File: config.mk
export PLATFORM = sky130hd
export DESIGN_NAME = arcade_stick_report_remapper_unit
export DESIGN_NICKNAME = d
export VERILOG_FILES = /design/src/rtl/arsr_pkg.sv /design/src/rtl/arcade_stick_report_remapper_unit.sv
export SDC_FILE = /design/constraint.sdc
export NUM_CORES = 2
export LEC_CHECK = 0
export BUFFER_PORTS_ARGS = -buffer_cell sky130_fd_sc_hd__buf_2
export CAP_MARGIN = 0
export CORE_ASPECT_RATIO = 1.2
export CORE_MARGIN = 2
export CORE_UTILIZATION = 46
export CTS_BUF_LIST = sky130_fd_sc_hd__clkbuf_16
export CTS_CLUSTER_SIZE = 16
export DETAILED_ROUTE_END_ITERATION = 12
export PLACE_DENSITY = 0.66
export SLEW_MARGIN = 20
export SYNTH_ARGS = -nofsm -noshare
export SYNTH_HDL_FRONTEND = slang
export SYNTH_SLANG_ARGS = --single-unit
File: constraint.sdc
create_clock -name clk -period 23.7 [get_ports clk]
set_clock_uncertainty 0.1 [all_clocks]
set_input_delay 0 -clock clk [delete_from_list [all_inputs] [get_ports clk]]
set_output_delay 0 -clock clk [all_outputs]
set_load 0.01 [all_outputs]
File: src/rtl/arsr_pkg.sv
// Package with the shared types and constants of the arcade stick report remapper.
`timescale 1ns / 1ps
package arsr_pkg;

  localparam int BUTTON_COUNT = 15;
  localparam int LAYER_COUNT  = 2;
  localparam int SLOT_COUNT   = 7;

  localparam int BUTTON_W = 4;
  localparam int LAYER_W  = 1;
  localparam int SLOT_W   = 3;
  localparam int ROW_W    = LAYER_W + BUTTON_W;
  localparam int ROW_COUNT = 1 << ROW_W;
  localparam int WORD_W   = 16;

  localparam logic [BUTTON_W-1:0] LAST_BUTTON = BUTTON_W'(BUTTON_COUNT - 1);
  localparam logic [SLOT_W-1:0]   LAST_SLOT   = SLOT_W'(SLOT_COUNT - 1);

  // Report identifiers in packet byte 0.
  localparam logic [7:0] RID_DUMMY     = 8'h01;
  localparam logic [7:0] RID_HEARTBEAT = 8'h03;
  localparam logic [7:0] RID_GUIDE     = 8'h07;
  localparam logic [7:0] RID_BUTTONS   = 8'h20;

  // Button positions in the flag word.
  localparam int BTN_UP    = 0;
  localparam int BTN_DOWN  = 1;
  localparam int BTN_LEFT  = 2;
  localparam int BTN_RIGHT = 3;
  localparam int BTN_X     = 4;
  localparam int BTN_Y     = 5;
  localparam int BTN_A     = 6;
  localparam int BTN_B     = 7;
  localparam int BTN_RB    = 8;
  localparam int BTN_RT    = 9;
  localparam int BTN_LB    = 10;
  localparam int BTN_LT    = 11;
  localparam int BTN_VIEW  = 12;
  localparam int BTN_START = 13;
  localparam int BTN_GUIDE = 14;

  // Output slots of a binding row.
  localparam int SLOT_BUTTONS = 0;
  localparam int SLOT_LT      = 1;
  localparam int SLOT_RT      = 2;
  localparam int SLOT_LX      = 3;
  localparam int SLOT_LY      = 4;
  localparam int SLOT_RX      = 5;
  localparam int SLOT_RY      = 6;

  typedef enum logic [2:0] {
    KIND_UNKNOWN   = 3'd0,
    KIND_DUMMY     = 3'd1,
    KIND_HEARTBEAT = 3'd2,
    KIND_GUIDE     = 3'd3,
    KIND_BUTTONS   = 3'd4
  } packet_kind_t;

  typedef enum logic [1:0] {
    GUIDE_NONE   = 2'd0,
    GUIDE_HOLD   = 2'd1,
    GUIDE_TOGGLE = 2'd2,
    GUIDE_UNUSED = 2'd3
  } guide_mode_t;

  typedef enum logic {
    CMD_PACKET = 1'b0,
    CMD_BIND   = 1'b1
  } command_t;

  typedef enum logic {
    REG_REMAP_ENABLE = 1'b0,
    REG_GUIDE_MODE   = 1'b1
  } reg_index_t;

  typedef logic [SLOT_COUNT-1:0][WORD_W-1:0] bind_row_t;

endpackage

File: src/rtl/arcade_stick_report_remapper_unit.sv
// Top level of the arcade stick report remapper: packet decode, binding memory and report build.
`timescale 1ns / 1ps
// A binding write item gives no report. A packet item gives one report: the binding memory
// holds one row of seven slot words per layer and button, and its single read port is swept
// over the fifteen buttons of the active layer, one row per cycle, into a registered read and
// an accumulator before the output register is loaded. The input is ready again in the cycle
// after that load, which waits while a previous report is still stalled by the receiver. A
// new item is taken once the report is loaded, even while the last report still waits. The
// memory needs no clearing pass after reset: a valid bit per slot word makes entries never
// written since reset read as zero.
module arcade_stick_report_remapper_unit (
  input  logic                            clk,
  input  logic                            rst,
  input  logic                            s_tvalid,
  output logic                            s_tready,
  // packet_length, report_id, byte_four, byte_five, byte_twenty_two, bind_layer,
  // bind_button, bind_slot, bind_value (bit 63 zero)
  input  logic [63:0]                     s_tdata,
  // command
  input  logic                            s_tuser,
  output logic                            m_tvalid,
  input  logic                            m_tready,
  // pad_buttons, left_trigger, right_trigger, left_x, left_y, right_x, right_y,
  // active_layer (bits 103:97 zero)
  output logic [103:0]                    m_tdata,
  // packet_kind
  output logic [2:0]                      m_tuser,
  input  logic                            cfg_valid,
  output logic                            cfg_ready,
  input  logic                            cfg_index,
  input  logic [1:0]                      cfg_data
);
  import arsr_pkg::*;

  typedef enum logic [1:0] {
    ST_IDLE,
    ST_SCAN,
    ST_DRAIN,
    ST_DONE
  } state_t;

  state_t                      state;
  logic                        remap_enable;
  guide_mode_t                 guide_mode;
  logic [BUTTON_COUNT-1:0]     button_flags;
  logic [BUTTON_COUNT-1:0]     button_flags_next;
  logic                        layer_bit;
  logic                        layer_bit_next;
  packet_kind_t                kind;
  packet_kind_t                kind_next;
  logic [BUTTON_W-1:0]         cnt;
  bind_row_t                   acc;
  logic                        rd_pend;
  bind_row_t                   rd_row;
  logic [SLOT_COUNT-1:0]       rd_vmask;
  packet_kind_t                out_kind;
  bind_row_t                   out_acc;
  logic                        out_layer;

  bind_row_t                   mem [ROW_COUNT];
  logic [SLOT_COUNT-1:0]       slot_valid [ROW_COUNT];

  // Input fields.
  logic [6:0]          in_length;
  logic [7:0]          in_report_id;
  logic [7:0]          in_byte_four;
  logic [7:0]          in_byte_five;
  logic [7:0]          in_byte_twenty_two;
  logic                in_bind_layer;
  logic [BUTTON_W-1:0] in_bind_button;
  logic [SLOT_W-1:0]   in_bind_slot;
  logic [WORD_W-1:0]   in_bind_value;

  logic                in_accept;
  logic                pkt_accept;
  logic                wr_en;
  logic [ROW_W-1:0]    wr_row;
  logic [ROW_W-1:0]    rd_addr;
  logic                guide_bit;

  assign in_length          = s_tdata[6:0];
  assign in_report_id       = s_tdata[14:7];
  assign in_byte_four       = s_tdata[22:15];
  assign in_byte_five       = s_tdata[30:23];
  assign in_byte_twenty_two = s_tdata[38:31];
  assign in_bind_layer      = s_tdata[39];
  assign in_bind_button     = s_tdata[43:40];
  assign in_bind_slot       = s_tdata[46:44];
  assign in_bind_value      = s_tdata[62:47];

  assign s_tready   = (state == ST_IDLE);
  assign cfg_ready  = 1'b1;
  assign in_accept  = s_tvalid && s_tready;
  assign pkt_accept = in_accept && (s_tuser == CMD_PACKET);
  assign wr_en      = in_accept && (s_tuser == CMD_BIND) &&
                      (in_bind_button <= LAST_BUTTON) && (in_bind_slot <= LAST_SLOT);
  assign wr_row     = {in_bind_layer, in_bind_button};
  assign rd_addr    = {layer_bit, cnt};
  assign guide_bit  = in_byte_four[0];

  // Packet decode: new button flags, layer and kind.
  always_comb begin
    button_flags_next = button_flags;
    layer_bit_next    = layer_bit;
    kind_next         = KIND_UNKNOWN;
    if (in_length != 7'd0) begin
      case (in_report_id)
        RID_DUMMY:     kind_next = KIND_DUMMY;
        RID_HEARTBEAT: kind_next = KIND_HEARTBEAT;
        RID_GUIDE: begin
          kind_next = KIND_GUIDE;
          if (!remap_enable) begin
            button_flags_next[BTN_GUIDE] = guide_bit;
          end else begin
            button_flags_next[BTN_GUIDE] = 1'b0;
            case (guide_mode)
              GUIDE_HOLD:   layer_bit_next = guide_bit;
              GUIDE_TOGGLE: layer_bit_next = layer_bit ^ guide_bit;
              default:      layer_bit_next = layer_bit;
            endcase
          end
        end
        RID_BUTTONS: begin
          kind_next = KIND_BUTTONS;
          button_flags_next[BTN_UP]    = in_byte_five[0];
          button_flags_next[BTN_DOWN]  = in_byte_five[1];
          button_flags_next[BTN_LEFT]  = in_byte_five[2];
          button_flags_next[BTN_RIGHT] = in_byte_five[3];
          button_flags_next[BTN_X]     = in_byte_twenty_two[0];
          button_flags_next[BTN_Y]     = in_byte_twenty_two[1];
          button_flags_next[BTN_A]     = in_byte_twenty_two[4];
          button_flags_next[BTN_B]     = in_byte_twenty_two[5];
          button_flags_next[BTN_RB]    = in_byte_twenty_two[2];
          button_flags_next[BTN_RT]    = in_byte_twenty_two[6];
          button_flags_next[BTN_LB]    = in_byte_twenty_two[3];
          button_flags_next[BTN_LT]    = in_byte_twenty_two[7];
          button_flags_next[BTN_VIEW]  = in_byte_four[3];
          button_flags_next[BTN_START] = in_byte_four[2];
        end
        default: kind_next = KIND_UNKNOWN;
      endcase
    end
  end

  // Binding memory: one slot word written per transaction, one row read per cycle.
  always_ff @(posedge clk) begin
    if (wr_en) begin
      mem[wr_row][in_bind_slot] <= in_bind_value;
    end
    rd_row <= mem[rd_addr];
  end

  always_ff @(posedge clk) begin
    if (rst) begin
      for (int i = 0; i < ROW_COUNT; i++) begin
        slot_valid[i] <= '0;
      end
    end else if (wr_en) begin
      slot_valid[wr_row][in_bind_slot] <= 1'b1;
    end
  end

  always_ff @(posedge clk) begin
    if (rst) begin
      state        <= ST_IDLE;
      remap_enable <= 1'b0;
      guide_mode   <= GUIDE_NONE;
      button_flags <= '0;
      layer_bit    <= 1'b0;
      rd_pend      <= 1'b0;
      m_tvalid     <= 1'b0;
    end else begin
      if (cfg_valid && cfg_ready) begin
        case (cfg_index)
          REG_REMAP_ENABLE: remap_enable <= cfg_data[0];
          REG_GUIDE_MODE:   guide_mode   <= guide_mode_t'(cfg_data);
          default:          remap_enable <= remap_enable;
        endcase
      end
      // In ST_DONE a taken report is always replaced by the new one below.
      if (m_tvalid && m_tready && (state != ST_DONE)) begin
        m_tvalid <= 1'b0;
      end
      // A released button contributes nothing, so its row is masked off on read.
      rd_pend  <= (state == ST_SCAN);
      rd_vmask <= slot_valid[rd_addr] & {SLOT_COUNT{button_flags[cnt]}};
      if (rd_pend) begin
        for (int s = 0; s < SLOT_COUNT; s++) begin
          acc[s] <= acc[s] | (rd_vmask[s] ? rd_row[s] : '0);
        end
      end
      case (state)
        ST_IDLE: begin
          if (pkt_accept) begin
            button_flags <= button_flags_next;
            layer_bit    <= layer_bit_next;
            kind         <= kind_next;
            cnt          <= '0;
            acc          <= '0;
            state        <= ST_SCAN;
          end
        end
        ST_SCAN: begin
          if (cnt == LAST_BUTTON) begin
            state <= ST_DRAIN;
          end else begin
            cnt <= cnt + 1'b1;
          end
        end
        ST_DRAIN: begin
          state <= ST_DONE;
        end
        ST_DONE: begin
          if (!m_tvalid || m_tready) begin
            out_kind  <= kind;
            out_acc   <= acc;
            out_layer <= layer_bit;
            m_tvalid  <= 1'b1;
            state     <= ST_IDLE;
          end
        end
        default: state <= ST_IDLE;
      endcase
    end
  end

  assign m_tuser = out_kind;
  assign m_tdata = {7'd0,
                    out_layer,
                    out_acc[SLOT_RY],
                    out_acc[SLOT_RX],
                    out_acc[SLOT_LY],
                    out_acc[SLOT_LX],
                    out_acc[SLOT_RT][7:0],
                    out_acc[SLOT_LT][7:0],
                    out_acc[SLOT_BUTTONS]};

`ifndef SYNTHESIS
  a_pkt_starts_scan: assert property (@(posedge clk) disable iff (rst)
    pkt_accept |=> (state == ST_SCAN) && (cnt == '0))
    else $error("packet transaction did not start a memory sweep");

  a_scan_ends: assert property (@(posedge clk) disable iff (rst)
    (state == ST_SCAN) && (cnt == LAST_BUTTON) |=> (state == ST_DRAIN))
    else $error("memory sweep did not end after the last button");

  a_pend_follows_scan: assert property (@(posedge clk) disable iff (rst)
    rd_pend |-> ($past(state) == ST_SCAN))
    else $error("read data taken without a read issued");

  a_layer_kept: assert property (@(posedge clk) disable iff (rst)
    pkt_accept && (in_report_id != RID_GUIDE) |=> $stable(layer_bit))
    else $error("layer changed by a packet that is not a guide packet");

  a_write_marks_valid: assert property (@(posedge clk) disable iff (rst)
    wr_en |=> slot_valid[$past(wr_row)][$past(in_bind_slot)])
    else $error("binding write did not mark its slot valid");
`endif

endmodule

==> flow_metrics.tcl <==
set metrics [dict create \
    nets 7542 \
    max_freq_ghz 0.171 \
    fin_ws_ns 17.86 \
    ant_nets 0 \
    grt_pass1_vias 69100 \
    cap_violations 0 \
    cp_max_fo 104 \
    grt_max_degree 146 \
    grt_usage_pct 23.2 \
    cts_made_buffers 335 \
    vdd_drop_max_uv 81.6 \
    synth_area_per_cell_um2 20.1 \
    synth_cells 6779 \
    dp_hpwl_um 200000 \
    pwr-share-comb_pct 14.9 \
    syn_to_final_growth_pct 14.2 \
    final_cell_mix "edfxtp_1, mux4_2, nor2_1" \
    syn_area_um2 136000 \
    yosysWarnings 0 \
    vias 69100 \
    dieArea_um2 301000 \
    crit_path_end_kind "register" \
    antenna_found_initial 19 \
    post_cts_resize_count 0 \
    critPathArrivalTime_ns 6.50 \
    cts_buffer_depth 4 \
    power.internal_uw 11100 \
    powerDensity_nw_per_um2 95.6 \
    grt_overflow 0 \
    post-route-period-util_pct 24.6 \
    power_switching_uw 3760 \
    drive_above_1_share_pct 24.4 \
    clk_latency_ns 0.91 \
    setup_viol 0 \
    portBuffers 164 \
    synth_seq_cells 3625 \
    die_h_um 600 \
    htree_levels 5 \
    synthFlopType "edfxtp_1" \
    cts_tree "done" \
    start_util_pct 46.3 \
    p_total_uw 14900 \
    fp.dieW_um 501 \
    ios 183 \
    rows 218 \
    clk_pin_slew_ns 0.07 \
    clock-sinks 3625 \
    grt_pass1_wl_um 501000 \
    ys_seq_area_share_pct 77.3 \
    core-area_um2 294000 \
    worstHoldPathType "primary input to register" \
    final_common_cell "edfxtp_1" \
    clkPwrFrac_pct 36.3 \
    finalHoldViolCount 0 \
    timing.final.crit_period_ns 5.84 \
    worstPathRequired_ns 24.36 \
    drt_iter0_drc 8575 \
    cts_setup_buffers 0 \
    via_per_inst 5.95 \
    rsz0062_at_grt "no" \
    synth-edff-count 3282 \
    first_pass_iters 6 \
    drc 0 \
    tightest_slew_ns 1.20 \
    worst-setup-path-type "register to register" \
    final_cells 11600 \
    leakagePower_uw 0.0508 \
    synth_cell_types 53 \
    worst_setup_path_start_kind "register" \
    dp.cells 10900 \
    dp_worst_setup_slack_ns 17.92 \
    switching_share_pct 25.3 \
    max_slew_margin_pct 19.8 \
    wl_per_cell_um 30.4 \
    place_congestion 0.818 \
    clock-root-buffer "clkbuf_16" \
    drv_slew 0 \
    seq_power_share_pct 48.8 \
    synth_async_sr_flop_share_pct 0 \
    fin_setup_tns_ns 0 \
    status "finished, final reports clean" \
    drt_wl_total_um 353000 \
]
==> timing repair <==
action	in CTS	in global routing
endpoints found under the setup margin	0	0
hold endpoints to repair	1927	0
hold buffers	119	0
==> sequential cells by signal, summed over array words and instances (netlist names), 2 cells and up <==
register      cells
m_tdata          96
m_tuser           3
acc              96
state             2
kind              3
cnt               4
slot_valid      224
rd_vmask          7
mem            3072
rd_row           96
button_flags     15
guide_mode        2
==> logic make-up after synthesis <==
group | Yosys count | share of synthesized area [%]
and+or+nand+nor | 1211 | 3.57
xor gates and xnor gates | 3 | 0.0193
other | 2 | 0.00551
AOI/OAI and AO/OA | 431 | 2.16
muxes | 1108 | 15.5
buffers and inverters | 390 | 1.38
DFF | 3625 | 77.3
adders and majority gates | 9 | 0.0826
==> layout make-up <==
class	instances	area, µm²
antenna	12	30.0
clock buffer	344	8610
clock inverter	272	2300
fill	22300	139000
inverter	10	62.6
multi-input combinational	2962	30300
sequential	3625	105000
tap	3850	4820
timing repair buffer	526	4070
==> path summary, 6_finish.rpt <==
kind / start / endpoint / slack [ns] / cells after the start
worst max-delay path: cnt[1] / rd_row[32] / 17.86 / 8
worst max register to register: cnt[1] / rd_row[32] / 17.86 / 8
worst min register to register: acc[86] / m_tdata[70] / 0.34 / 0
worst min-delay path: s_tdata[62] / mem[13][95] / 0.04 / 2
==> cell usage after synthesis, drive strengths merged, types with 18 or more instances <==
cell,count,area share (%)
nor2,761,2.1
buf,213,0.89
a2111oi,18,0.12
a221o,27,0.20
nor2b,48,0.22
a22oi,57,0.31
clkbuf,167,0.46
o22ai,26,0.12
a22o,18,0.12
mux2,44,0.36
a31oi,44,0.20
a221oi,26,0.17
o221ai,26,0.17
dfxtp,343,5.0
edfxtp,3282,72
a21oi,149,0.55
a211oi,22,0.12
mux2i,271,2.0
mux4,793,13
nand2,336,0.93
==> power by group through the flow <==
stage                     logic (µW)  registers (µW)  clock network (µW)
after floorplan                 1500            7310                   0
after global routing            2340            7260                5700
after detailed placement        2210            7400                   0
final                           2220            7260                5390
after CTS                       2230            7260                5460
after global placement          2190            7400                   0
==> per-layer routing <==
| metal | routed length, µm | GRT usage, % | share of wire, % | vias up |
|---|---|---|---|---|
| li1 | - | - | - | 28500 |
| met1 | 134000 | 30.9 | 38 | 36800 |
| met2 | 175000 | 38.5 | 49 | 3233 |
| met3 | 28400 | 3.42 | 8.0 | 616 |
| met4 | 15400 | 9.32 | 4.4 | 6 |
| met5 | 42 | 0 | 0.012 | - |
==> metrics by stage <==
stage,cell area (µm²),hold slack [ns],utilization [%]
after floorplan,137000,-0.00113,-
after global placement,143000,0.135,48.7
after detailed placement,143000,0.146,48.7
after CTS,156000,0.00156,52.8
after global routing,156000,0.0511,52.9
final,156000,0.0362,52.9
==> worst max-delay path, stage by stage (launching register included) <==
cell and delay, ns:
edfxtp_1 0.40, buf_12 0.57, buf_4 0.68, buf_4 0.66, buf_4 0.72, buf_4 0.82, mux4_2 0.62, mux4_2 0.57
mux2_2 0.29
Note: power is estimated with default switching activity, not from simulation.
